**src/rtl/gdoc_pkg.sv**
```systemverilog
// Shared constants, types and register codes of the grid disk occupancy checker.
package gdoc_pkg;

  localparam int GRID_DIM_MAX = 4096;
  localparam int FRAC_BITS    = 16;

  localparam int VALUE_W = 8;
  localparam int INDEX_W = 12;
  localparam int COORD_W = 32;
  localparam int RADIUS_W = 31;
  localparam int LEVEL_W = 7;
  localparam int FRAC_W  = FRAC_BITS + 1;
  localparam int CNT_W   = 25;
  localparam int CFG_IDX_W = 3;
  localparam int CFG_DATA_W = 32;

  // Product of an axis index term and the cell size, and the signed difference.
  localparam int POS_W  = INDEX_W + 1 + COORD_W;
  localparam int DIFF_W = POS_W + 2;
  localparam int SQ_W   = 2 * COORD_W;
  localparam int PROD_W = CNT_W + FRAC_W;

  localparam int QUEUE_DEPTH = 8;
  localparam int QPTR_W = $clog2(QUEUE_DEPTH);
  localparam int QCNT_W = QPTR_W + 1;

  localparam logic [LEVEL_W-1:0] LEVEL_MAX = LEVEL_W'(100);
  localparam logic [FRAC_W-1:0]  FRAC_ONE  = FRAC_W'(1) << FRAC_BITS;
  localparam logic [CNT_W-1:0]   CNT_MAX   = {CNT_W{1'b1}};

  typedef enum logic [CFG_IDX_W-1:0] {
    CFG_CENTER_X     = 3'd0,
    CFG_CENTER_Y     = 3'd1,
    CFG_CELL_SIZE    = 3'd2,
    CFG_DISK_RADIUS  = 3'd3,
    CFG_LETHAL_LEVEL = 3'd4,
    CFG_MAX_FRACTION = 3'd5,
    CFG_MIN_OBSERVED = 3'd6
  } gdoc_cfg_idx_t;

  // Register values as the datapath uses them, with out-of-range settings clamped.
  typedef struct packed {
    logic signed [COORD_W-1:0] center_x;
    logic signed [COORD_W-1:0] center_y;
    logic [COORD_W-1:0]        cell_size;
    logic [RADIUS_W-1:0]       disk_radius;
    logic [LEVEL_W-1:0]        lethal_level;
    logic [FRAC_W-1:0]         max_fraction;
    logic [CNT_W-1:0]          min_observed;
  } gdoc_cfg_t;

  // Classified request handed from the front to the counters.
  typedef struct packed {
    logic observed;
    logic lethal;
    logic last;
  } gdoc_tag_t;

endpackage

```
**src/rtl/gdoc_cfg.sv**
```systemverilog
// Configuration register file with clamping of out-of-range settings.
module gdoc_cfg (
  input  logic                                 clk,
  input  logic                                 rst_n,
  input  logic                                 cfg_we,
  input  logic [gdoc_pkg::CFG_IDX_W-1:0]       cfg_index,
  input  logic [gdoc_pkg::CFG_DATA_W-1:0]      cfg_wdata,
  output gdoc_pkg::gdoc_cfg_t                  cfg
);
  import gdoc_pkg::*;

  logic [COORD_W-1:0]  center_x_r;
  logic [COORD_W-1:0]  center_y_r;
  logic [COORD_W-1:0]  cell_size_r;
  logic [RADIUS_W-1:0] disk_radius_r;
  logic [LEVEL_W-1:0]  lethal_level_r;
  logic [FRAC_W-1:0]   max_fraction_r;
  logic [CNT_W-1:0]    min_observed_r;

  always_ff @(posedge clk) begin
    if (!rst_n) begin
      center_x_r     <= '0;
      center_y_r     <= '0;
      cell_size_r    <= COORD_W'(3277);
      disk_radius_r  <= RADIUS_W'(19661);
      lethal_level_r <= LEVEL_W'(100);
      max_fraction_r <= FRAC_W'(9830);
      min_observed_r <= CNT_W'(8);
    end else if (cfg_we) begin
      unique case (gdoc_cfg_idx_t'(cfg_index))
        CFG_CENTER_X:     center_x_r     <= cfg_wdata[COORD_W-1:0];
        CFG_CENTER_Y:     center_y_r     <= cfg_wdata[COORD_W-1:0];
        CFG_CELL_SIZE:    cell_size_r    <= cfg_wdata[COORD_W-1:0];
        CFG_DISK_RADIUS:  disk_radius_r  <= cfg_wdata[RADIUS_W-1:0];
        CFG_LETHAL_LEVEL: lethal_level_r <= cfg_wdata[LEVEL_W-1:0];
        CFG_MAX_FRACTION: max_fraction_r <= cfg_wdata[FRAC_W-1:0];
        CFG_MIN_OBSERVED: min_observed_r <= cfg_wdata[CNT_W-1:0];
        default: ;
      endcase
    end
  end

  always_comb begin
    cfg.center_x     = $signed(center_x_r);
    cfg.center_y     = $signed(center_y_r);
    cfg.cell_size    = cell_size_r;
    cfg.disk_radius  = disk_radius_r;
    cfg.lethal_level = (lethal_level_r > LEVEL_MAX) ? LEVEL_MAX : lethal_level_r;
    cfg.max_fraction = (max_fraction_r > FRAC_ONE) ? FRAC_ONE : max_fraction_r;
    cfg.min_observed = (min_observed_r == '0) ? CNT_W'(1) : min_observed_r;
  end

endmodule

```
**config.mk**
```make
export PLATFORM = sky130hd
export DESIGN_NAME = gdoc_cfg
export DESIGN_NICKNAME = d
export VERILOG_FILES = /design/src/rtl/gdoc_pkg.sv /design/src/rtl/gdoc_cfg.sv
export SDC_FILE = /design/constraint.sdc
export NUM_CORES = 1
export LEC_CHECK = 0
export BUFFER_PORTS_ARGS = -buffer_cell sky130_fd_sc_hd__buf_2
export CORE_MARGIN = 8
export CORE_UTILIZATION = 23
export CTS_CLUSTER_DIAMETER = 60
export DETAILED_ROUTE_END_ITERATION = 10
export SLEW_MARGIN = 10
export SYNTH_ARGS = -nofsm -noshare
export SYNTH_HDL_FRONTEND = slang
export SYNTH_SLANG_ARGS = --single-unit
export TNS_END_PERCENT = 50
```
**constraint.sdc**
```tcl
create_clock -name clk -period 4.05 [get_ports clk]
set_clock_uncertainty 0.15 [all_clocks]
set_input_delay 0.2025 -clock clk [delete_from_list [all_inputs] [get_ports clk]]
set_output_delay 0.2025 -clock clk [all_outputs]
set_load 0.005 [all_outputs]
```
# Word-level counts from Yosys, hierarchy flattened
# Index checks and enable logic that the tools add are counted.
# op_classes
mux,3
order_cmp,2
eq_ne,6
n_reduce_logical,9
# op_table
cell,n
$logic_not 25->1,1
$mux 25,1
$gt 17x17->1 const B,1
$mux 17,1
$reduce_and 2->1,7
$eq 3x3->1 const B,3
$gt 7x7->1 const B,1
$mux 7,1
$eq 3x2->1 const B,2
$eq 3x1->1 const B,1
$logic_not 3->1,1
# totals
wordCells,27
inputBits,38
ff_bits,176
output_inout_bits,176

# Logic depth before layout (Yosys ltp)
# logic_depth
depth_word,2
ltp_mapped,6

# Worst setup path before layout
# OpenSTA, ideal clock, no wires.
# synth_path
path_kind,register to output
startpoint,register max_fraction_r[16]
endpoint,output port cfg[30] in the netlist's numbering
arrival_ns,1.162
path_stages_with_launch,4
path_slack_ns,2.536
t_required_ns,3.697
n_path_buf,0
cell_sequence,dfxtp_1 > inv_1 > a41oi_1 > and2b_1
# synth_lines
element,line,source
start: declaration,gdoc_cfg.sv:17,logic [FRAC_W-1:0] max_fraction_r;
start signal: assignment,gdoc_cfg.sv:36,CFG_MAX_FRACTION: max_fraction_r <= cfg_wdata[FRAC_W-1:0];
end: declaration,gdoc_cfg.sv:8,output gdoc_pkg::gdoc_cfg_t cfg

==> flow_metrics.tcl <==
set metrics [dict create \
    grt_start_max_net_pins 102 \
    initial_core_util_pct 23.3 \
    cp.arrival_ps 1960 \
    area_growth_pct 28.4 \
    via_count 6172 \
    synth_seq_area_share_pct 49.5 \
    grt_overflow_total 0 \
    period_minus_slack_ps 2310 \
    cts.path.max_buffers 2 \
    grt_pass1_wl_mm 37.9 \
    regArea_um2 3520 \
    critical_path_buf_inv_count 1 \
    syn_inst 839 \
    cp.required_ps 3700 \
    fill_cells 3226 \
    num_rows 64 \
    multi_input_area_um2 3120 \
    drv_cap 0 \
    antenna_left 0 \
    htree_num_levels 4 \
    core_area_um2 30500 \
    cts_tree "built" \
    yosysWarningCount 0 \
    final_util_pct 29.9 \
    start_kind "flip-flop" \
    route.detailed.drc 0 \
    synthAdderAreaFrac_pct 0 \
    async_reset_ff_share_pct 0 \
    synth_compound_area_share_pct 17.4 \
    setup_viol 0 \
    end_kind "primary output" \
    clock.fmax_ghz 0.433 \
    worstMarginPinSlew_ps 1040 \
    hold_class "in -> reg" \
    n_antenna_cell 0 \
    avgSynthCellArea_um2 8.48 \
    drtIter0Drc 351 \
    wl_per_cell_um 18.0 \
    port_buffers 213 \
    crit_fanout 10 \
    drive_gt1_share_pct 28.1 \
    gp_congestion 0.739 \
    synth_mux_area_share_pct 0.985 \
    leakagePower_uw 0.00377 \
    setup_tns_ps 0 \
    clk_latency_ps 440 \
    antenna_found_initial 0 \
    track_usage_pct 13.8 \
    peakVddDrop_v 0.000262 \
    path_delay_family "simple AND/OR/NAND/NOR gates" \
    hpwlAfterDp_mm 17.5 \
    clk_transition_reported_paths_ps 80 \
    yosys.area_share.simple_pct 25.3 \
    synth_edf_count 0 \
    relSlewSlack_pct 30.8 \
    synth.net_count 877 \
    worst-setup-path-type "reg -> out" \
    num_io_pins 214 \
    yosys_most_used_dff "dfxtp_1" \
    cts-resized-gates 0 \
    nets 1056 \
    grt_pass1_vias 5977 \
    avgViaCountPerCell 4.33 \
    finalWorstSetupSlack_ps 1740 \
    synth_top_family_by_area "simple AND/OR/NAND/NOR gates" \
    finalHoldViolations 0 \
    fin_crit_sh_pct 57.1 \
    yosysUniqueCellTypes 31 \
    maxSlewViolCount 0 \
    pre_cts_slack_ps 1920 \
    crit_chain "nor4_1 -> a41oi_1 -> and2b_1 -> buf_2" \
    synth_area_um2 7120 \
    cts_buffers 17 \
    cts_root_buf "clkbuf_16" \
    cp_slowest_stage_delay_ps 390 \
    drt_wl_total_mm 25.7 \
    critPathSlowestCell "nor4_1" \
    outcome "completed" \
    die_x_um 192 \
    die_y_um 192 \
    dieArea_um2 36800 \
    power_density_nw_per_um2 406 \
    grt_setup_unrepaired "no" \
    clkSinkCount 176 \
    dr.pass1.iters 5 \
    ys_seq_elements 176 \
    synth_xor_area_share_pct 0 \
]
[state kept, by name, summed over array words and instances (netlist names)]
register / flops
cell_size_r: 32
center_x_r: 32
center_y_r: 32
disk_radius_r: 31
min_observed_r: 25
max_fraction_r: 17
lethal_level_r: 7
[per-layer routing]
| metal | track usage (%) | vias up | routed length, µm |
|---|---|---|---|
| li1 | - | 3050 | - |
| met1 | 17.1 | 2929 | 11400 |
| met2 | 22.6 | 168 | 12300 |
| met3 | 3.85 | 25 | 1570 |
| met4 | 4.80 | 0 | 510 |
| met5 | 0 | - | 0 |
[final cells by class]
class / instances / area share (%)
flip-flops and latches: 176 / 38.6
multi-input cells: 573 / 34.1
repair buffers: 249 / 15.7
well taps: 396 / 5.42
clock buffers: 18 / 4.70
clock inverters: 14 / 1.48
inverters: 1 / 0.0411
[power by group]
group | total, µW | internal [µW] | switching, µW
registers | 1790 | 1770 | 24.7
clock network | 1620 | 822 | 799
logic | 296 | 123 | 173
[synth_stat cells, types with 3 or more instances]
master    instances  area [µm²]
a21boi_0         58         435
mux2i_1           7        70.1
nand3_1          23         115
clkbuf_1         55         206
and2b_1           3        22.5
nor2b_1          19         119
buf_2             8        40.0
and4bb_2          3        37.5
a21boi_1         58         435
buf_4            15         113
dfxtp_1         176        3520
a21boi_2         30         338
buf_6            11         124
nor4_1           10        62.6
nand2_1         343        1290
[worst min-delay path, stage by stage]
cell and delay [ps]:
buf_2 220, nor4b_4 150, nand2_1 100, a21boi_2 40
[logic make-up (layout without fill, tap and decap cells)]
logic type	count (synthesis)	in the layout
flip-flops	176	176
AND/OR/NAND/NOR	416	416
multiplexers	7	7
AO/OA/AOI/OAI	150	150
buffers and inverters	90	282
[final timing paths]
check,endpoint,slack [ps],cells after the start,start
max,cfg[30],1740,4,max_fraction_r[0]
max reg2reg,max_fraction_r[16],3070,2,max_fraction_r[16]
min,center_x_r[10],170,4,cfg_index[2]
min reg2reg,cell_size_r[13],300,2,cell_size_r[13]
[metrics by stage]
stage                     power, µW  area [µm²]  std cells  hold WS [ps]
after detailed placement       2110        8250       1363           296
after global placement         2110        8250       1363           288
final                          3710        9140       1427           172
after CTS                      3780        9140       1427           138
after floorplan                1970        7120        839           176
after global routing           3880        9140       1427           150
[placed cells by master (no fill, tap or decap), types with 2 or more instances in the layout]
cell type      instances
and2b_1                3
nor2b_1               19
nand4b_2               2
clkbuf_16             17
and4bb_2               3
mux2i_1                7
nand4bb_2              2
and4b_2                3
nand2_1              343
clkinv_4               3
inv_8                  5
a21boi_1              58
a21boi_2              30
dlygate4sd3_1         32
inv_6                  6
a21boi_0              58
nor4_1                10
and2_1                 2
buf_4                  4
buf_2                212
nand3_1               23
dfxtp_1              176
[repair_timing]
item,4_1_cts,5_1_grt
buffers inserted,0,0
endpoints found under the hold margin,163,0
hold buffers,32,0
Power figures use the tool's default switching activity.
