[src/rtl/gdoc_pkg.sv]
// Shared constants, types and register codes of the grid disk occupancy checker.
package gdoc_pkg;

  localparam int GRID_DIM_MAX = 4096;
  localparam int FRAC_BITS    = 16;

  localparam int VALUE_W = 8;
  localparam int INDEX_W = 12;
  localparam int COORD_W = 32;
  localparam int RADIUS_W = 31;
  localparam int LEVEL_W = 7;
  localparam int FRAC_W  = FRAC_BITS + 1;
  localparam int CNT_W   = 25;
  localparam int CFG_IDX_W = 3;
  localparam int CFG_DATA_W = 32;

  // Product of an axis index term and the cell size, and the signed difference.
  localparam int POS_W  = INDEX_W + 1 + COORD_W;
  localparam int DIFF_W = POS_W + 2;
  localparam int SQ_W   = 2 * COORD_W;
  localparam int PROD_W = CNT_W + FRAC_W;

  localparam int QUEUE_DEPTH = 8;
  localparam int QPTR_W = $clog2(QUEUE_DEPTH);
  localparam int QCNT_W = QPTR_W + 1;

  localparam logic [LEVEL_W-1:0] LEVEL_MAX = LEVEL_W'(100);
  localparam logic [FRAC_W-1:0]  FRAC_ONE  = FRAC_W'(1) << FRAC_BITS;
  localparam logic [CNT_W-1:0]   CNT_MAX   = {CNT_W{1'b1}};

  typedef enum logic [CFG_IDX_W-1:0] {
    CFG_CENTER_X     = 3'd0,
    CFG_CENTER_Y     = 3'd1,
    CFG_CELL_SIZE    = 3'd2,
    CFG_DISK_RADIUS  = 3'd3,
    CFG_LETHAL_LEVEL = 3'd4,
    CFG_MAX_FRACTION = 3'd5,
    CFG_MIN_OBSERVED = 3'd6
  } gdoc_cfg_idx_t;

  // Register values as the datapath uses them, with out-of-range settings clamped.
  typedef struct packed {
    logic signed [COORD_W-1:0] center_x;
    logic signed [COORD_W-1:0] center_y;
    logic [COORD_W-1:0]        cell_size;
    logic [RADIUS_W-1:0]       disk_radius;
    logic [LEVEL_W-1:0]        lethal_level;
    logic [FRAC_W-1:0]         max_fraction;
    logic [CNT_W-1:0]          min_observed;
  } gdoc_cfg_t;

  // Classified request handed from the front to the counters.
  typedef struct packed {
    logic observed;
    logic lethal;
    logic last;
  } gdoc_tag_t;

endpackage

[src/rtl/gdoc_fifo.sv]
// Short queue of classified requests between the front end and the counters.
module gdoc_fifo (
  input  logic                         clk,
  input  logic                         rst_n,
  input  logic                         push,
  input  gdoc_pkg::gdoc_tag_t          push_tag,
  input  logic                         pop,
  output logic                         q_valid,
  output gdoc_pkg::gdoc_tag_t          q_tag,
  output logic [gdoc_pkg::QCNT_W-1:0]  q_count
);
  import gdoc_pkg::*;

  gdoc_tag_t         slots_r [QUEUE_DEPTH];
  logic [QPTR_W-1:0] wr_ptr_r, rd_ptr_r;
  logic [QCNT_W-1:0] count_r;
  logic              do_pop;

  assign q_valid = count_r != '0;
  assign q_tag   = slots_r[rd_ptr_r];
  assign q_count = count_r;
  assign do_pop  = pop && q_valid;

  always_ff @(posedge clk) begin
    if (!rst_n) begin
      wr_ptr_r <= '0;
      rd_ptr_r <= '0;
      count_r  <= '0;
    end else begin
      if (push) wr_ptr_r <= wr_ptr_r + QPTR_W'(1);
      if (do_pop) rd_ptr_r <= rd_ptr_r + QPTR_W'(1);
      count_r <= count_r + QCNT_W'(push) - QCNT_W'(do_pop);
    end
  end

  always_ff @(posedge clk) begin
    if (push) slots_r[wr_ptr_r] <= push_tag;
  end

endmodule

[config.mk]
export PLATFORM = sky130hd
export DESIGN_NAME = gdoc_fifo
export DESIGN_NICKNAME = d
export VERILOG_FILES = /design/src/rtl/gdoc_pkg.sv /design/src/rtl/gdoc_fifo.sv
export SDC_FILE = /design/constraint.sdc
export NUM_CORES = 1
export LEC_CHECK = 0
export BUFFER_PORTS_ARGS = -buffer_cell sky130_fd_sc_hd__clkbuf_2
export CAP_MARGIN = 0
export CORE_MARGIN = 1
export CORE_UTILIZATION = 51
export DETAILED_ROUTE_END_ITERATION = 8
export GPL_TIMING_DRIVEN = 0
export PLACE_DENSITY = 0.81
export SLEW_MARGIN = 25
export SYNTH_ARGS = -nofsm -noshare
export SYNTH_HDL_FRONTEND = slang
export SYNTH_SLANG_ARGS = --single-unit
export TNS_END_PERCENT = 50
[constraint.sdc]
create_clock -name clk -period 2.2 [get_ports clk]
set_clock_uncertainty 0.1 [all_clocks]
set_input_delay 0.11 -clock clk [delete_from_list [all_inputs] [get_ports clk]]
set_output_delay 0.11 -clock clk [all_outputs]
set_load 0.05 [all_outputs]
## Word level (Yosys, flattened, before mapping)

Memory sizes are Yosys's and may differ from the RTL's. A register that Yosys moved wholly into a read port is not among the register bits.
Cells that the tools add are included.

| cells by class | value |
|---|---|
| multiplexer cells | 4 |
| $add $sub $neg | 4 |
| reduce and logical (&&, ||, !) cells | 2 |

Operator list:

| kind | count |
|---|---|
| adder 3 x 1 -> 3 bit (second input constant) | 2 |
| 2-to-1 mux 3 bit | 2 |
| adder 4 x 1 -> 4 bit | 1 |
| nonzero test 4 bit | 1 |
| subtractor 4 x 1 -> 4 bit | 1 |
| 2-to-1 mux 1 bit | 2 |
| logical AND 1 bit | 1 |

| storage, ports and cells | value |
|---|---|
| bits in registers | 10 |
| output and inout port bits | 8 |
| memory bits (writable) | 24 |
| input port bits | 7 |
| logic and storage cells | 14 |
| memories kept | 1 |

Memories:

| name | words | width | read ports | clocked after memory_dff | wr ports | line | RTL |
|---|---|---|---|---|---|---|---|
| slots_r | 8 | 3 | 1 | 1 | 1 | gdoc_fifo.sv:14 | `gdoc_tag_t slots_r [QUEUE_DEPTH];` |

## Logic depth before layout (Yosys ltp)

Gate-level depths: netlist of the first run.

| depth | value |
|---|---|
| word-level depth | 4 |
| gate-level depth with buffers | 10 |
| depth with buffers taken out | 10 |

## Worst setup path before layout of the first run

No wires, ideal clock.

| timing path | value |
|---|---|
| path type | register -> register |
| from | reg count_r[2] (netlist: q_count[2]) |
| to | reg count_r[3] (netlist: q_count[3]) |
| path slack | -521 ps |
| setup time | 72 ps |
| cell stages (with the launch flop) | 10 |
| data required time | 2,028 ps |
| clock period less this slack | 2,721 ps |
| data arrival time | 2,549 ps |
| path buffers | 0 |
| cells stage by stage | dfxtp_1 inv_1 ha_1 or3b_2 nand2_2 or2_2 ha_1 a21o_1 a21oi_1 mux2i_1 |

| on the way | value |
|---|---|
| longest elaborated chain between the ends | 3 |
| elaborated cells on any way between the ends | 4 |
| those cells by class | add/sub (2); reduce/logical (2) |

Ends and longest elaborated chain:

| element | line | RTL |
|---|---|---|
| start, declared | gdoc_fifo.sv:16 | `logic [QCNT_W-1:0] count_r;` |
| start signal, assigned | gdoc_fifo.sv:32 | `count_r <= count_r + QCNT_W'(push) - QCNT_W'(do_pop);` |
| nonzero test 4 bit | gdoc_fifo.sv:19 | `assign q_valid = count_r != '0;` |
| net q_valid | gdoc_fifo.sv:8 | `output logic q_valid,` |
| logical AND 1 bit | gdoc_fifo.sv:22 | `assign do_pop = pop && q_valid;` |
| subtractor 4 x 1 -> 4 bit | gdoc_fifo.sv:32 |  |

The timed path passes the listed nets, and every way through them passes these cells.
A chain may end at the register's enable or synchronous reset.

## Worst setup path after layout of the first run

| timing path | value |
|---|---|
| from | reg count_r[3] (netlist: q_count[3]) |
| to | reg count_r[2] (netlist: q_count[2]) |

| on the way | value |
|---|---|
| longest elaborated chain between the ends | 3 |

Ends and longest elaborated chain:

| element | line |
|---|---|
| nonzero test 4 bit | gdoc_fifo.sv:19 |
| logical AND 1 bit | gdoc_fifo.sv:22 |
| subtractor 4 x 1 -> 4 bit | gdoc_fifo.sv:32 |

Every way passes these cells.

==> results.yml, run 1 <==
grt:
  use_met2_pct: 27.59
  gr-total-overflow: 0
  gr-max-usage-layer: "met2"
  met3_usage_pct: 4.911
  grt.total_usage_pct: 17.04
  met1_usage_pct: 21.63
  antenna_found_initial: 0
  grt_max_degree: 13
  grt_pass1_vias: 868
  grt_first_pass_wirelength_um: 4043
route:
  via_per_inst: 5.398
  drtIter0Drc: 12
  drt_pass1_iterations: 4
  vias: 896
  post_drt_wl_per_cell_um: 15.17
  drt-total-wl_um: 2519
  antenna_left: 0
  drc: 0
finish:
  n_fill_cell: 203
  syn2layout_area_growth_pct: 16.72
  register_area_um2: 991.0
  multi_input_area_um2: 613.1
  drive_above_1_share_pct: 31.85
  fin_nets: 148
  final_area_um2: 1861
  fin_util_pct: 65.22
  n_antenna_cell: 0
pwr:
  internal_power_uw: 1255
  seqPwrFrac_pct: 44.3
  vdd_ir_drop_max_mv: 0.8276
  cellPowerDensity_nw_per_um2: 1061
  switchingPower_uw: 718.3
  combPwrFrac_pct: 38.6
  pwr-share-clk_pct: 17.1
  p_leak_uw: 0.0007251
  p_total_uw: 1974
  p_sw_share_pct: 36.40
clock_tree:
  max-clock-path-buffers: 2
  tritoncts: "built"
  clkSinkCount: 37
  numCtsBuffers: 5
  cts-htree-levels: 2
  cts-root-buf: "clkbuf_4"
  clk_latency_ps: 330
  clkTransAtPathRegs_ps: 110
logic_synthesis:
  synth_top_family_by_area: "multiplexers"
  synth_fa_ha_area_share_pct: 5.965
  synthXorXnorAreaFrac_pct: 1.648
  yosysTopAreaCell: "edfxtp_1"
  synth_common_cells: "edfxtp_1 (24), dfxtp_1 (13), mux2i_1 (9)"
  yosys_warnings: 0
  ys_seq_area_share_pct: 61.54
  synthCells: 106
  avgSynthCellArea_um2: 15.04
  async_reset_ff_share_pct: 0
  synthSimpleGateAreaFrac_pct: 10.52
  synth_area_leaders: "edfxtp_1 (45%), dfxtp_1 (16%), mux4_1 (9.9%)"
  ys_types: 24
  yosysTopAreaCellShare_pct: 45.21
  syn-num-nets: 120
  muxShareOfSynthArea_pct: 17.66
  ys.flop_type: "edfxtp_1"
  synth_area_um2: 1594
  synth_compound_area_share_pct: 0.7849
  synth.most_common_cell: "edfxtp_1"
  synth.ff_latch_count: 37
  synth-edff-count: 24
placement:
  pre_cts_ws_ps: 47.15
  place_area_um2: 1734
  gp_congestion: 0.7413
  port_buffers: 14
outcome:
  run_status: "completed"
critical_path:
  critPathMaxFanout: 5
  cp_slowest_stage_delay_ps: 370
  crit_arrival_ps: 2300
  rr_startpoint: "q_count[3]$_SDFF_PN0_"
  reg2reg_slack_ps: 40
  critPathBufInv: 2
  worstSetupEndpointType: "flop"
  cp-start-kind: "flop"
  worstSetupPathType: "reg -> reg"
  reg2reg_depth: 10
  cp.required_ps: 2340
  r2r_end: "q_count[2]$_SDFF_PN0_"
  path_cells: "inv_2, ha_2, or3b_4, nand2_8, mux2i_1, ha_2, inv_2, fa_2, xnor2_1, and2_1"
  crit_family: "adder cells"
  crit_slowest_cell: "dfxtp_4"
timing:
  worst_slew_pin_slew_ps: 567.7
  max_slew_margin_pct: 61.86
  hold_violations: 0
  finalSetupViolCount: 0
  post-route-period-util_pct: 98.01
  clock.fmax_mhz: 463.8
  drv_slew: 0
  setup_tns_ps: 0
  fin_crit_ps: 2156
  fin_ws_ps: 43.68
die:
  die_w_um: 57.91
  dieArea_um2: 3353
  io_pins: 15
  core_um2: 2853
  rows: 19
  initial_core_util_pct: 55.88
  die_h_um: 57.91
hold_path:
  hp-class: "in -> reg"
  hold-path-cell-count: 3
  hp-start: "push"
  whs_endpoint: "wr_ptr_r[1]$_SDFFE_PN0P_"
run:
  maxCapViolCount: 0
-- how the worst max path moves through the flow --
stage,from,to,slack (ps),depth (start not counted)
floorplan,q_count[2]$_SDFF_PN0_,q_count[2]$_SDFF_PN0_,-70,10
global route,q_count[2]$_SDFF_PN0_,q_count[1]$_SDFF_PN0_,-20,9
detailed placement,q_count[2]$_SDFF_PN0_,q_count[2]$_SDFF_PN0_,50,10
global placement,q_count[2]$_SDFF_PN0_,q_count[2]$_SDFF_PN0_,100,10
finish,q_count[3]$_SDFF_PN0_,q_count[2]$_SDFF_PN0_,40,10
CTS,q_count[2]$_SDFF_PN0_,q_count[2]$_SDFF_PN0_,40,10
-- per-stage QoR --
step           instances  hold slack [ps]
6_report             166            62.96
2_1_floorplan        106            108.9
3_5_place_dp         151            311.6
3_3_place_gp         151            294.8
4_1_cts              163            31.81
5_1_grt              166            108.9
-- cell type report --
class                   instances  share of cell area [%]
well taps                      31                   2.085
flip-flops and latches         37                   53.26
multi-input cells              63                   32.95
repair buffers                 21                   7.128
plain buffers                   2                  0.8070
inverters                       4                  0.8070
clock inverters                 3                  0.9415
clock buffers                   5                   2.017
-- power groups by stage --
stage	Clock, µW	Sequential (µW)	Combinational (µW)
after floorplan	0	976	486
after global placement	0	887	684
after detailed placement	0	891	716
after CTS	345	874	723
after global routing	369	883	827
final	338	874	762
-- repair_timing --
action,4_1_cts,5_1_grt
endpoints found under the setup margin,0,3
hold buffers,4,0
endpoints found under the hold margin,28,0
buffers inserted,0,3
gates resized for setup,0,1
-- sequential cells by signal (all words and copies together), names as in the netlist, named ones only --
| register | flops |
|---|---|
| q_count | 4 |
| rd_ptr_r | 3 |
| slots_r | 24 |
| wr_ptr_r | 3 |
-- tightest hold or removal path, cell delays in order --
cell	delay, ps
clkbuf_2	160
mux2i_1	100
nor2b_1	90
-- cells in the final DEF (no fill, tap or decap), drive strengths merged --
cell	count
ha	6
mux2	3
clkinv	2
edfxtp	24
dlygate4sd3	4
inv	4
mux4	6
dfxtp	13
and2	4
clkinvlp	1
a21o	1
nor2	7
nor3	2
clkbuf	20
a21oi	1
fa	1
or2	1
xor2	1
nand2	9
nor2b	2
nand3	1
nand2b	6
mux2i	9
xnor2	2
or3b	1
buf	4
-- layer usage --
| metal | share of wire (%) | wire length [µm] |
|---|---|---|
| met1 | 45 | 1128 |
| met3 | 3.5 | 88 |
| met2 | 50 | 1271 |
| met5 | 0 | 0 |
| met4 | 1.2 | 30 |
-- cells by family after synthesis --
family          after synthesis
xor+xnor                      3
buf+inv                       6
mux                          18
compound gates                2
simple gates                 33
flops                        37
fa+ha+maj                     7
(Power assumes the default switching activity.)
==> inputs of run 2 (changes only) <==
--- a/config.mk
+++ b/config.mk
@@ -10,6 +10,6 @@
 export CORE_MARGIN = 1
-export CORE_UTILIZATION = 51
+export CORE_UTILIZATION = 57
 export DETAILED_ROUTE_END_ITERATION = 8
 export GPL_TIMING_DRIVEN = 0
-export PLACE_DENSITY = 0.81
+export PLACE_DENSITY = 0.85
 export SLEW_MARGIN = 25
==> constraint.sdc (replaced) <==
create_clock -name clk -period 2.4 [get_ports clk]
set_clock_uncertainty 0.1 [all_clocks]
set_input_delay 0.12 -clock clk [delete_from_list [all_inputs] [get_ports clk]]
set_output_delay 0.12 -clock clk [all_outputs]
set_load 0.02 [all_outputs]
==> run 2 against run 1 <==
Global-route usage rose by 4.1 points; cell area fell by 1.8%; worst hold slack got worse by 12 ps; sequential power fell by 10%; total power fell by 13%; die area fell by 10%; clock power rose by 32%; critical path depth fell by 1; fmax fell by 5.8%.
==> results.yml, run 2 (synthesis gave the netlist of run 1 again) <==
outcome:
  run_status: "completed"
clock_tree:
  clkTransAtPathRegs_ps: 100
  tritoncts: "built"
  max-clock-path-buffers: 2
  numCtsBuffers: 5
  clk_latency_ps: 340
  cts_hold_buf: 4
  cts-root-buf: "clkbuf_4"
  post_cts_buffers: 0
  postCtsResizedCells: 0
  clkSinkCount: 37
  cts-htree-levels: 2
die:
  rows: 18
  die_w_um: 54.88
  io_pins: 15
  die_h_um: 54.88
  initial_core_util_pct: 62.09
  dieArea_um2: 3012
  core_um2: 2567
critical_path:
  cp.required_ps: 2590
  critPathMaxFanout: 7
  crit_slowest_cell: "or3b_2"
  cp-start-kind: "flop"
  critPathBufInv: 2
  cp_slowest_stage_delay_ps: 480
  crit_arrival_ps: 2480
  worstSetupPathType: "reg -> reg"
  path_cells: "inv_1, ha_1, or3b_2, nand2_2, mux2i_1, ha_1, inv_1, fa_1, nor2b_1"
  crit_family: "simple AND/OR/NAND/NOR gates"
  worstSetupEndpointType: "flop"
finish:
  final_common_cell: "edfxtp_1"
  fin_nets: 145
  n_fill_cell: 166
  n_antenna_cell: 0
  drive_above_1_share_pct: 21.21
  final_area_um2: 1827
  multi_input_area_um2: 583.1
  largest_reg_flops: 24
  regMostFlops: "slots_r"
  syn2layout_area_growth_pct: 14.60
  register_area_um2: 980.9
  most-common-layout-cells: "edfxtp_1 (24), clkbuf_2 (14), dfxtp_1 (13), mux2i_1 (9), nand2_1 (8)"
grt:
  grt.total_usage_pct: 21.12
  antenna_found_initial: 0
  gr-total-overflow: 0
  grt_first_pass_wirelength_um: 4002
  grt_max_degree: 12
  grt_pass1_vias: 874
timing:
  drv_slew: 0
  max_slew_margin_pct: 67.81
  worst_slew_pin_slew_ps: 479.2
  finalSetupViolCount: 0
  rsz0062_at_grt: "false"
  fin_crit_ps: 2290
  fin_ws_ps: 110.0
  hold_violations: 0
  clock.fmax_mhz: 436.7
  post-route-period-util_pct: 95.42
  setup_tns_ps: 0
placement:
  pre_cts_ws_ps: 153.4
  place_area_um2: 1702
  gp_congestion: 0.6784
  port_buffers: 14
  dp.final_hpwl_um: 1848
pwr:
  cellPowerDensity_nw_per_um2: 943.1
  vdd_ir_drop_max_mv: 0.9938
  p_leak_uw: 0.0007237
route:
  drtIter0Drc: 22
  antenna_left: 0
  vias: 894
  drc: 0
  post_drt_wl_per_cell_um: 15.73
  via_per_inst: 5.519
  drt_pass1_iterations: 4
  drt-total-wl_um: 2549
run:
  maxCapViolCount: 0
hold_path:
  hp-class: "in -> reg"
-- run 2: metrics by stage --
stage	total power, µW	instances	utilization, %	hold WS [ps]
floorplan	1164	106	-	118.9
global placement	1264	150	66.28	295.1
detailed placement	1288	150	66.28	325.5
CTS	1737	162	71.15	38.04
global route	1821	162	71.15	39.82
finish	1723	162	71.15	51.24
-- run 2: cell type report --
cell class / count / area share (%)
Clock buffer: 7 / 3.014
Clock inverter: 1 / 1.644
Multi-Input combinational cell: 63 / 31.92
Inverter: 4 / 0.8219
Buffer: 2 / 0.8219
Timing Repair Buffer: 18 / 6.027
Sequential cell: 37 / 53.70
Tap cell: 30 / 2.055
-- run 2: where the power goes --
part           leakage [µW]  internal (µW)  switching, µW
Clock             0.0000455            249            199
Sequential         0.000325            738           48.7
Combinational      0.000353            238            250
-- run 2: path summary, 6_finish.rpt --
kind | from | slack [ps] | to | cells after the start
max | q_count[2]$_SDFF_PN0_ | 110 | q_count[1]$_SDFF_PN0_ | 9
min | push | 50 | wr_ptr_r[1]$_SDFFE_PN0P_ | 3
max reg2reg | q_count[2]$_SDFF_PN0_ | 110 | q_count[1]$_SDFF_PN0_ | 9
min reg2reg | rd_ptr_r[2]$_SDFFE_PN0P_ | 410 | flop | 2
-- run 2: worst reg2reg max path, stage by stage (launching register included) --
cell and delay (ps):
dfxtp_1 330, inv_1 80, ha_1 130, or3b_2 480
nand2_2 190, mux2i_1 120, ha_1 210, inv_1 70
fa_1 420, nor2b_1 110
-- run 2: metal layers --
metal  track usage [%]  routed length [µm]  vias up
li1                  -                   -      439
met2             32.33                1230       21
met4             13.68                  73        0
met5                 0                   0        -
met1             24.32                1146      428
met3             8.333                  99        6
