<file path="config.mk">
export PLATFORM = sky130hd
export DESIGN_NAME = gdoc_back_flat
export DESIGN_NICKNAME = d
export VERILOG_FILES = /design/src/rtl/gdoc_pkg.sv /design/src/rtl/gdoc_if.sv /design/src/rtl/gdoc_back.sv /design/src/flat_wrapper.sv
export SDC_FILE = /design/constraint.sdc
export NUM_CORES = 1
export LEC_CHECK = 0
export ABC_AREA = 1
export ABC_CLOCK_PERIOD_IN_PS = 17600
export BUFFER_PORTS_ARGS = -buffer_cell sky130_fd_sc_hd__buf_2
export CORE_MARGIN = 4
export CORE_UTILIZATION = 45
export CTS_CLUSTER_SIZE = 16
export DETAILED_ROUTE_END_ITERATION = 8
export PLACE_DENSITY = 0.69
export SLEW_MARGIN = 20
export SYNTH_ARGS = -nofsm -noshare
export SYNTH_HDL_FRONTEND = slang
export SYNTH_SLANG_ARGS = --single-unit
</file>
<file path="constraint.sdc">
create_clock -name clk -period 17.6 [get_ports clk]
set_input_delay 0.88 -clock clk [delete_from_list [all_inputs] [get_ports clk]]
set_output_delay 0.88 -clock clk [all_outputs]
set_load 0.05 [all_outputs]
</file>
<file path="src/rtl/gdoc_pkg.sv">
// Shared constants, types and register codes of the grid disk occupancy checker.
package gdoc_pkg;

  localparam int GRID_DIM_MAX = 4096;
  localparam int FRAC_BITS    = 16;

  localparam int VALUE_W = 8;
  localparam int INDEX_W = 12;
  localparam int COORD_W = 32;
  localparam int RADIUS_W = 31;
  localparam int LEVEL_W = 7;
  localparam int FRAC_W  = FRAC_BITS + 1;
  localparam int CNT_W   = 25;
  localparam int CFG_IDX_W = 3;
  localparam int CFG_DATA_W = 32;

  // Product of an axis index term and the cell size, and the signed difference.
  localparam int POS_W  = INDEX_W + 1 + COORD_W;
  localparam int DIFF_W = POS_W + 2;
  localparam int SQ_W   = 2 * COORD_W;
  localparam int PROD_W = CNT_W + FRAC_W;

  localparam int QUEUE_DEPTH = 8;
  localparam int QPTR_W = $clog2(QUEUE_DEPTH);
  localparam int QCNT_W = QPTR_W + 1;

  localparam logic [LEVEL_W-1:0] LEVEL_MAX = LEVEL_W'(100);
  localparam logic [FRAC_W-1:0]  FRAC_ONE  = FRAC_W'(1) << FRAC_BITS;
  localparam logic [CNT_W-1:0]   CNT_MAX   = {CNT_W{1'b1}};

  typedef enum logic [CFG_IDX_W-1:0] {
    CFG_CENTER_X     = 3'd0,
    CFG_CENTER_Y     = 3'd1,
    CFG_CELL_SIZE    = 3'd2,
    CFG_DISK_RADIUS  = 3'd3,
    CFG_LETHAL_LEVEL = 3'd4,
    CFG_MAX_FRACTION = 3'd5,
    CFG_MIN_OBSERVED = 3'd6
  } gdoc_cfg_idx_t;

  // Register values as the datapath uses them, with out-of-range settings clamped.
  typedef struct packed {
    logic signed [COORD_W-1:0] center_x;
    logic signed [COORD_W-1:0] center_y;
    logic [COORD_W-1:0]        cell_size;
    logic [RADIUS_W-1:0]       disk_radius;
    logic [LEVEL_W-1:0]        lethal_level;
    logic [FRAC_W-1:0]         max_fraction;
    logic [CNT_W-1:0]          min_observed;
  } gdoc_cfg_t;

  // Classified request handed from the front to the counters.
  typedef struct packed {
    logic observed;
    logic lethal;
    logic last;
  } gdoc_tag_t;

endpackage

</file>
<file path="src/rtl/gdoc_if.sv">


interface gdoc_out_if;
  logic                         valid;
  logic                         ready;
  logic [gdoc_pkg::CNT_W-1:0]   observed_count;
  logic [gdoc_pkg::CNT_W-1:0]   lethal_count;
  logic                         region_clear;

  modport source (output valid, observed_count, lethal_count, region_clear, input ready);
  modport sink   (input valid, observed_count, lethal_count, region_clear, output ready);
endinterface

</file>
<file path="src/rtl/gdoc_back.sv">
// Back end: saturating counters, region verdict and the result register.
module gdoc_back (
  input  logic                 clk,
  input  logic                 rst_n,
  input  gdoc_pkg::gdoc_cfg_t  cfg,
  input  logic                 q_valid,
  input  gdoc_pkg::gdoc_tag_t  q_tag,
  output logic                 pop,
  gdoc_out_if.source           out_res
);
  import gdoc_pkg::*;

  logic [CNT_W-1:0]  obs_acc_r, leth_acc_r;
  logic [CNT_W-1:0]  obs_upd, leth_upd;

  // Final counts of a grid, then the fraction product, then the result.
  logic              f_valid_r;
  logic [CNT_W-1:0]  f_obs_r, f_leth_r;
  logic              p_valid_r;
  logic [CNT_W-1:0]  p_obs_r, p_leth_r;
  logic [PROD_W-1:0] p_prod_r;
  logic              p_enough_r;
  logic              out_valid_r;
  logic [CNT_W-1:0]  out_obs_r, out_leth_r;
  logic              out_clear_r;

  logic              out_load, p_free, f_free, p_load;
  logic [PROD_W-1:0] leth_scaled;

  assign out_load = p_valid_r && (!out_valid_r || out_res.ready);
  assign p_free   = !p_valid_r || out_load;
  assign p_load   = f_valid_r && p_free;
  assign f_free   = !f_valid_r || p_free;
  // A closing request waits until the final-count stage can take its totals.
  assign pop      = q_valid && (!q_tag.last || f_free);

  assign obs_upd  = (q_tag.observed && obs_acc_r != CNT_MAX) ? obs_acc_r + CNT_W'(1)
                                                              : obs_acc_r;
  assign leth_upd = (q_tag.lethal && leth_acc_r != CNT_MAX) ? leth_acc_r + CNT_W'(1)
                                                             : leth_acc_r;
  assign leth_scaled = PROD_W'(p_leth_r) << FRAC_BITS;

  always_ff @(posedge clk) begin
    if (!rst_n) begin
      obs_acc_r   <= '0;
      leth_acc_r  <= '0;
      f_valid_r   <= 1'b0;
      p_valid_r   <= 1'b0;
      out_valid_r <= 1'b0;
    end else begin
      if (pop) begin
        obs_acc_r  <= q_tag.last ? '0 : obs_upd;
        leth_acc_r <= q_tag.last ? '0 : leth_upd;
      end
      if (pop && q_tag.last) f_valid_r <= 1'b1;
      else if (p_load) f_valid_r <= 1'b0;
      if (p_load) p_valid_r <= 1'b1;
      else if (out_load) p_valid_r <= 1'b0;
      if (out_load) out_valid_r <= 1'b1;
      else if (out_res.ready) out_valid_r <= 1'b0;
    end
  end

  always_ff @(posedge clk) begin
    if (pop && q_tag.last) begin
      f_obs_r  <= obs_upd;
      f_leth_r <= leth_upd;
    end
    if (p_load) begin
      p_obs_r    <= f_obs_r;
      p_leth_r   <= f_leth_r;
      p_prod_r   <= PROD_W'(cfg.max_fraction) * PROD_W'(f_obs_r);
      p_enough_r <= f_obs_r >= cfg.min_observed;
    end
    if (out_load) begin
      out_obs_r   <= p_obs_r;
      out_leth_r  <= p_leth_r;
      out_clear_r <= p_enough_r && (leth_scaled <= p_prod_r);
    end
  end

  assign out_res.valid          = out_valid_r;
  assign out_res.observed_count = out_obs_r;
  assign out_res.lethal_count   = out_leth_r;
  assign out_res.region_clear   = out_clear_r;

endmodule

</file>
<file path="src/flat_wrapper.sv">
// flat-port wrapper written by rule: the top's interface ports become plain ports
module gdoc_back_flat import gdoc_pkg::*;
  (clk, rst_n, cfg, q_valid, q_tag, pop, out_res_valid, out_res_observed_count, out_res_lethal_count, out_res_region_clear, out_res_ready);
  gdoc_out_if out_res_i ();
  input  logic clk;
  input  logic rst_n;
  input  gdoc_pkg::gdoc_cfg_t cfg;
  input  logic q_valid;
  input  gdoc_pkg::gdoc_tag_t q_tag;
  output logic pop;
  output wire logic [$bits(out_res_i.valid)-1:0] out_res_valid;
  output wire logic [$bits(out_res_i.observed_count)-1:0] out_res_observed_count;
  output wire logic [$bits(out_res_i.lethal_count)-1:0] out_res_lethal_count;
  output wire logic [$bits(out_res_i.region_clear)-1:0] out_res_region_clear;
  input wire logic [$bits(out_res_i.ready)-1:0] out_res_ready;
  assign out_res_valid = out_res_i.valid;
  assign out_res_observed_count = out_res_i.observed_count;
  assign out_res_lethal_count = out_res_i.lethal_count;
  assign out_res_region_clear = out_res_i.region_clear;
  assign out_res_i.ready = out_res_ready;
  gdoc_back u_core (.clk(clk), .rst_n(rst_n), .cfg(cfg), .q_valid(q_valid), .q_tag(q_tag), .pop(pop), .out_res(out_res_i));
endmodule
</file>
## Word level (Yosys, flattened, before mapping)

Index checks and enable logic that the tools add are counted.

| operators by class | value |
|---|---|
| reductions and logical operators | 18 |
| order comparisons | 2 |
| $mul | 1 |
| add/subtract/negate cells | 2 |
| mux-type cells | 10 |
| equal/unequal tests | 2 |

Operators with widths:

| operator | number |
|---|---|
| $mux W25 | 4 |
| $add A25 B1 Y25 const B | 2 |
| $ne A25 B25 Y1 const B | 2 |
| $le A41 B42 Y1 | 1 |
| $mul A17 B25 Y42 | 1 |
| $ge A25 B25 Y1 | 1 |
| $logic_and A1 B1 Y1 | 7 |
| $mux W1 | 6 |
| $reduce_bool A2 Y1 | 3 |
| $logic_not A1 Y1 | 4 |
| $logic_or A1 B1 Y1 | 4 |

| word-level totals | value |
|---|---|
| output and inout port bits | 53 |
| input port bits | 183 |
| register bits | 247 |
| word-level logic and storage cells | 49 |

## Longest topological paths before layout

Gate-level depths: netlist of run 1.

| logic depth | value |
|---|---|
| depth after elaboration | 9 |
| depth in mapped cells | 29 |

## Worst setup path after synthesis of run 1

No wires, ideal clock.

| timing path | value |
|---|---|
| kind | input to register |
| start | in cfg[32] in the netlist's numbering |
| end | reg u_core.p_prod_r[41] (data pin) |
| setup time | 0.252 ns |
| data arrival time | 5.860 ns |
| buffers on the path | 2 |
| path slack | 11.487 ns |
| required time | 17.348 ns |
| cell stages on the path | 24 |
| path through | clkbuf_1 -> clkbuf_1 -> nand2_1 -> fa_1 -> inv_1 -> fa_1 -> inv_1 -> fa_1 -> inv_1 -> fa_1 -> fa_1 -> inv_1 -> fa_1 -> inv_1 -> ha_1 -> nand2_1 -> nor2_1 -> inv_1 -> nor2_1 -> nand3b_1 -> nand3_1 -> nand2_1 -> nand3b_1 -> nand2_1 |

| on the way | value |
|---|---|
| cells in the longest elaborated chain, start to end | 1 |

RTL lines:

| element | line | RTL |
|---|---|---|
| from (decl) | flat_wrapper.sv:7 | `input gdoc_pkg::gdoc_cfg_t cfg;` |
| $mul A17 B25 Y42 | gdoc_back.sv:72 | `p_prod_r <= PROD_W'(cfg.max_fraction) * PROD_W'(f_obs_r);` |
| to (signal assigned) | gdoc_back.sv:72 |  |
| to (decl) | gdoc_back.sv:21 | `logic [PROD_W-1:0] p_prod_r;` |

No other way between the ends.
A chain may end at the register's enable or synchronous reset.

## Worst setup path after layout of run 1

| timing path | value |
|---|---|
| start | reg u_core.f_obs_r[20] |
| end | reg u_core.p_prod_r[40] (data pin) |

| on the way | value |
|---|---|
| cells in the longest elaborated chain, start to end | 1 |

RTL lines:

| element | line | RTL |
|---|---|---|
| from (decl) | gdoc_back.sv:18 | `logic [CNT_W-1:0] f_obs_r, f_leth_r;` |
| from (signal assigned) | gdoc_back.sv:66 | `f_obs_r <= obs_upd;` |
| $mul A17 B25 Y42 | gdoc_back.sv:72 |  |

No other way between the ends.

==> results.sh, run 1 <==
export IMPL_path_clk_slew_ns=0.07
export IMPL_synthCells=3184
export IMPL_skew_ns=0.01352
export IMPL_netlist_area_leader_share_pct=26.52
export IMPL_syn_avg_cell_area_um2=8.157
export IMPL_grt_max_degree=68
export IMPL_antenna_cells=0
export IMPL_yosys_area_top_type="fa_1"
export IMPL_worst_path_max_fanout=19
export IMPL_cpMaxStageDelayCell="edfxtp_1"
export IMPL_hold_worst_slack_ns=0.4099
export IMPL_synth_nets=3879
export IMPL_path_buf_inv=5
export IMPL_cp_startpoint="u_core.f_obs_r[20]"
export IMPL_crit_type="reg -> reg"
export IMPL_worst_slew_pin_slew_ns=1.072
export IMPL_rr_endpoint="u_core.p_prod_r[40]"
export IMPL_synth_edff_count=194
export IMPL_cts_buffer_depth=3
export IMPL_pre_cts_ws_ns=11.05
export IMPL_vias=19540
export IMPL_cts_setup_buffers=0
export IMPL_area_growth_pct=7.737
export IMPL_overflow=0
export IMPL_synth_area_leaders="fa_1, edfxtp_1, nand2_1"
export IMPL_rsz0062_at_grt="false"
export IMPL_leakage_uw=0.01433
export IMPL_status="finished clean"
export IMPL_yosysMostFrequentCell="nand2_1"
export IMPL_cts_root_buf="clkbuf_16"
export IMPL_required_ns=17.90
export IMPL_crit_top_cell="fa_1"
export IMPL_yosys_warnings=0
export IMPL_ctsHoldBuffers=0
export IMPL_period_minus_slack_ns=6.272
export IMPL_crit_arrival_ns=6.57
export IMPL_reg2reg_depth=21
export IMPL_synth_async_reset_ratio_pct=0
export IMPL_hold_path_class="reg -> reg"
export IMPL_syn_area_um2=25970
export IMPL_synth_commonest_cells="nand2_1, inv_1, fa_1"
export IMPL_regToRegSetupSlack_ns=11.33
export IMPL_drt_vias_per_instance=4.901
export IMPL_start_util_pct=45.80
export IMPL_die_area_um2=61620
export IMPL_cts_buffers=26
export IMPL_pwr_density_cell_nw_per_um2=179.5
export IMPL_num_rows=87
export IMPL_ant_nets=0
export IMPL_cap_violations=0
export IMPL_coreArea_um2=56710
export IMPL_min_period_over_period_pct=35.64
export IMPL_place_congestion=0.9236
export IMPL_synth_seq_area_share_pct=26.52
export IMPL_grt_pass1_wl_mm=100.7
export IMPL_drt_iter0_drc=1101
export IMPL_fp_dieW_um=248.2
export IMPL_tns_ns=0
export IMPL_io_buffers=101
export IMPL_clock_latency_ns=0.55
export IMPL_ys_flop_type="edfxtp_1"
export IMPL_cts_htree_levels=1
export IMPL_startpoint_type="flop"
export IMPL_cp_depth=21
export IMPL_crit_family="adder cells"
export IMPL_drive_above_1_share_pct=6.345
export IMPL_timing_hold_violations_final=0
export IMPL_die_y_um=248.2
export IMPL_hpwl_mm=47.03
export IMPL_antenna_found_initial=0
export IMPL_synth_seq_cells=247
export IMPL_max_freq_mhz=159.4
export IMPL_vdd_drop_max_uv=276.5
export IMPL_cts_sinks=247
export IMPL_tritoncts="done"
export IMPL_grt_usage_pct=20.34
export IMPL_setup_violations=0
export IMPL_finalMaxSlewViolations=0
export IMPL_post_cts_resized=0
export IMPL_dr_pass1_iters=5
export IMPL_synth_cell_types=40
export IMPL_cp_end_kind="flop"
export IMPL_fin_ws_ns=11.33
export IMPL_nets=3906
export IMPL_wl_per_cell_um=15.18
export IMPL_critPathCapture="u_core.p_prod_r[40]"
export IMPL_r2r_start="u_core.f_obs_r[20]"
export IMPL_drt_drc_violations_left=0
export IMPL_max_slew_margin_rel_pct=28.50
export IMPL_cp_cell_sequence="nand2_1 > fa_1 > inv_1 > fa_1 > inv_1 > fa_1 > inv_1 > fa_1 > fa_1 > inv_1 > fa_1 > inv_1 > ha_1 > a21oi_1 > o21ai_0 > a21oi_1 > nor2_1 > nor2_1 > nand2_1 > nand2_1 > nand2_1"
export IMPL_routed_wl_mm=60.51
export IMPL_critical_path_max_stage_delay_ns=1.05
export IMPL_grt_pass1_vias=20000
export IMPL_io_pins=236
[state kept, by name (all words and copies together), names as in the netlist, 25 cells and up]
register and count:
u_core.p_prod_r 42, u_core.f_leth_r 25, u_core.f_obs_r 25, u_core.obs_acc_r 25, u_core.out_res.lethal_count 25, u_core.out_res.observed_count 25, u_core.leth_acc_r 25, u_core.p_leth_r 25
u_core.p_obs_r 25
[through the flow]
step | area, µm² | utilization (%) | power, µW | cells
final | 27980 | 49.34 | 5021 | 3987
after CTS | 27930 | 49.26 | 5057 | 3985
after global placement | 27040 | 47.67 | 4439 | 3937
after floorplan | 25970 | - | 3486 | 3184
after detailed placement | 27040 | 47.67 | 4460 | 3937
after global routing | 27980 | 49.34 | 5586 | 3987
[metal layers]
metal	global-route usage (%)	routed length [µm]	vias to the layer above
met4	5.280	1461	0
met1	27.33	26680	9486
met5	0	0	-
met2	34.89	29060	508
met3	2.853	3307	83
li1	-	-	9465
[final cells by class]
class	instances	area, µm²
clock inverter	16	172.7
fill	5388	28730
inverter	807	3032
timing repair buffer	123	695.7
multi-input combinational	2006	15520
clock buffer	32	724.4
sequential	247	6887
tap	756	945.9
[worst min path at each step]
stage | start | endpoint | slack [ns] | cells past startpoint
floorplan | u_core.p_obs_r[0] | u_core.out_res.observed_count[0] | 0.40 | 0
global route | u_core.p_obs_r[9] | u_core.out_res.observed_count[9] | 0.41 | 0
detailed placement | u_core.p_obs_r[2] | u_core.out_res.observed_count[2] | 0.40 | 0
global placement | u_core.f_leth_r[17] | u_core.p_leth_r[17] | 0.40 | 0
CTS | u_core.p_obs_r[9] | u_core.out_res.observed_count[9] | 0.41 | 0
finish | u_core.p_obs_r[9] | u_core.out_res.observed_count[9] | 0.41 | 0
[layout by cell type, fill, tap and decap left out, types with 14 or more instances in the layout]
| cell | count |
|---|---|
| ha_1 | 168 |
| buf_4 | 20 |
| a21oi_1 | 112 |
| fa_1 | 344 |
| nand2_1 | 940 |
| xor2_1 | 33 |
| edfxtp_1 | 194 |
| o21ai_0 | 31 |
| and2_1 | 30 |
| nand3_1 | 104 |
| nand4_1 | 18 |
| nor2_1 | 138 |
| dfxtp_1 | 53 |
| nor3_1 | 14 |
| clkbuf_16 | 28 |
| inv_1 | 803 |
| buf_2 | 101 |
[power breakdown]
part	total [µW]	switching, µW	internal [µW]	leakage [µW]
Clock	564	237	327	0.000433
Sequential	861	25.9	835	0.00224
Combinational	3600	2350	1240	0.0117
Total	5020	2620	2400	0.0143
[cell families (layout without fill, tap and decap cells)]
kind of cell	after synthesis	count (layout)	share of synthesized area [%]
buf+inv	931	978	13.80
flops	247	247	26.52
xor+xnor	43	43	1.450
fa+ha+maj	512	512	34.61
compound gates	167	167	3.488
simple gates	1284	1284	20.14
(Power assumes the default switching activity.)
==> inputs of run 2 (changes only) <==
- ABC_CLOCK_PERIOD_IN_PS: 17600 -> 6370
- clock period: 17.6 -> 6.37 ns (I/O delays scaled with it)
==> results.sh, run 2 (synthesis results as in run 1) <==
export IMPL_cp_startpoint="u_core.f_obs_r[20]"
export IMPL_design_area_um2=28250
export IMPL_cts_sinks=247
export IMPL_start_util_pct=45.80
export IMPL_setup_violations=0
export IMPL_coreArea_um2=56710
export IMPL_fin_ws_ns=0.2456
export IMPL_crit_type="reg -> reg"
export IMPL_area_growth_pct=8.772
export IMPL_antenna_cells=0
export IMPL_final_util_pct=49.81
export IMPL_overflow=0
export IMPL_worst_path_max_fanout=14
export IMPL_rsz0062_at_grt="true"
export IMPL_fill_cells=5357
export IMPL_nets=3936
export IMPL_period_minus_slack_ns=6.124
export IMPL_drive_above_1_share_pct=7.112
export IMPL_pre_cts_ws_ns=0.3163
export IMPL_skew_ns=0.01841
export IMPL_hp_start="out_res_ready"
export IMPL_required_ns=6.65
export IMPL_wl_per_cell_um=15.46
export IMPL_cts_buffers=27
export IMPL_crit_arrival_ns=6.41
export IMPL_worst_slew_pin_slew_ns=1.070
export IMPL_top_layer="met4"
export IMPL_regMostFlops="u_core.p_prod_r"
export IMPL_cp_end_kind="flop"
export IMPL_largest_reg_flops=42
export IMPL_grt_max_degree=68
export IMPL_drt_drc_violations_left=0
export IMPL_final_common_cell="nand2_1"
export IMPL_clock_latency_ns=0.55
export IMPL_hpwl_mm=49.52
export IMPL_place_congestion=0.9480
export IMPL_min_period_over_period_pct=96.15
export IMPL_dpl_cell_area_um2=27320
export IMPL_grt_pass1_vias=20210
export IMPL_regToRegSetupSlack_ns=0.25
export IMPL_startpoint_type="flop"
export IMPL_num_rows=87
export IMPL_timing_hold_violations_final=0
export IMPL_pwr_density_cell_nw_per_um2=488.1
export IMPL_cts_htree_levels=1
export IMPL_vias=19730
export IMPL_die_area_um2=61620
export IMPL_final_cell_mix="nand2_1, inv_1, fa_1"
export IMPL_drt_iter0_drc=1209
export IMPL_leakage_uw=0.01449
export IMPL_r2r_start="u_core.f_obs_r[20]"
export IMPL_hold_worst_slack_ns=0.07989
export IMPL_cts_root_buf="clkbuf_16"
export IMPL_ant_nets=0
export IMPL_drt_vias_per_instance=4.911
export IMPL_hold_path_class="in -> reg"
export IMPL_dr_wl_met2_mm=30.06
export IMPL_fp_dieW_um=248.2
export IMPL_wl_met3_mm=3.422
export IMPL_grt_pass1_wl_mm=102.7
export IMPL_drt_met1_wl_mm=27.02
export IMPL_cap_violations=0
export IMPL_vdd_drop_max_uv=653.3
export IMPL_dr_pass1_iters=5
export IMPL_cts_buffer_depth=3
export IMPL_max_slew_margin_rel_pct=28.27
export IMPL_io_pins=236
export IMPL_max_freq_mhz=163.3
export IMPL_path_clk_slew_ns=0.06
export IMPL_grt_usage_pct=20.88
export IMPL_antenna_found_initial=1
export IMPL_tritoncts="done"
export IMPL_finalMaxSlewViolations=0
export IMPL_routed_wl_mm=62.11
export IMPL_io_buffers=101
export IMPL_power_uw=13790
export IMPL_die_y_um=248.2
export IMPL_status="finished clean"
## run 2: critical path, cell delays in order, from the launching register on
cell and delay (ns):
edfxtp_1 0.84, nand2_1 0.19, fa_1 0.56, inv_1 0.05, fa_1 0.52, inv_1 0.05
fa_1 0.49, inv_1 0.04, fa_1 0.48, fa_1 0.55, inv_1 0.05, fa_1 0.53
inv_1 0.05, ha_1 0.37, a21oi_1 0.19, o21ai_0 0.15, a21oi_1 0.30, nor2_1 0.09
nor2_1 0.15, nand2_1 0.06, nand2_1 0.05, nand2_1 0.06
## run 2: final timing paths
check,end,cells past startpoint
max,u_core.p_prod_r[40],21
min,u_core.out_res.valid,3
max reg2reg,u_core.p_prod_r[40],21
min reg2reg,u_core.out_res.observed_count[3],0
## run 2: cell type report
cell class / instances / area (µm²) / share of cell area, %
clock buffers: 37 / 753.2 / 2.666
flip-flops and latches: 247 / 6887 / 24.38
clock inverters: 13 / 112.6 / 0.3986
well taps: 756 / 945.9 / 3.348
multi-input cells: 2006 / 15520 / 54.93
inverters: 807 / 3032 / 10.73
repair buffers: 152 / 1003 / 3.552
## run 2: power breakdown
group | total [µW] | leakage, µW | internal (µW) | switching [µW]
Sequential | 2380 | 0.00224 | 2310 | 69.8
Clock | 1530 | 0.000427 | 875 | 652
Combinational | 9880 | 0.0118 | 3450 | 6430
Total | 13800 | 0.0145 | 6630 | 7160
## run 2: metal layers
metal / vias to the layer above / track usage, %
met5: - / 0
met4: 0 / 4.999
met3: 94 / 2.185
met2: 560 / 36.26
met1: 9552 / 28.32
li1: 9526 / -
## run 2: timing repair
item	CTS	global route
setup buffers	0	4
setup endpoints to repair	0	5
hold endpoints to repair	1	0
hold buffers	1	0
resized for setup	0	0
## run 2: stage by stage
stage	std cells	TNS [ns]
2_1_floorplan	3184	0
3_3_place_gp	3963	0
3_5_place_dp	3963	0
4_1_cts	4014	0
5_1_grt	4018	-0.009880
6_report	4018	0
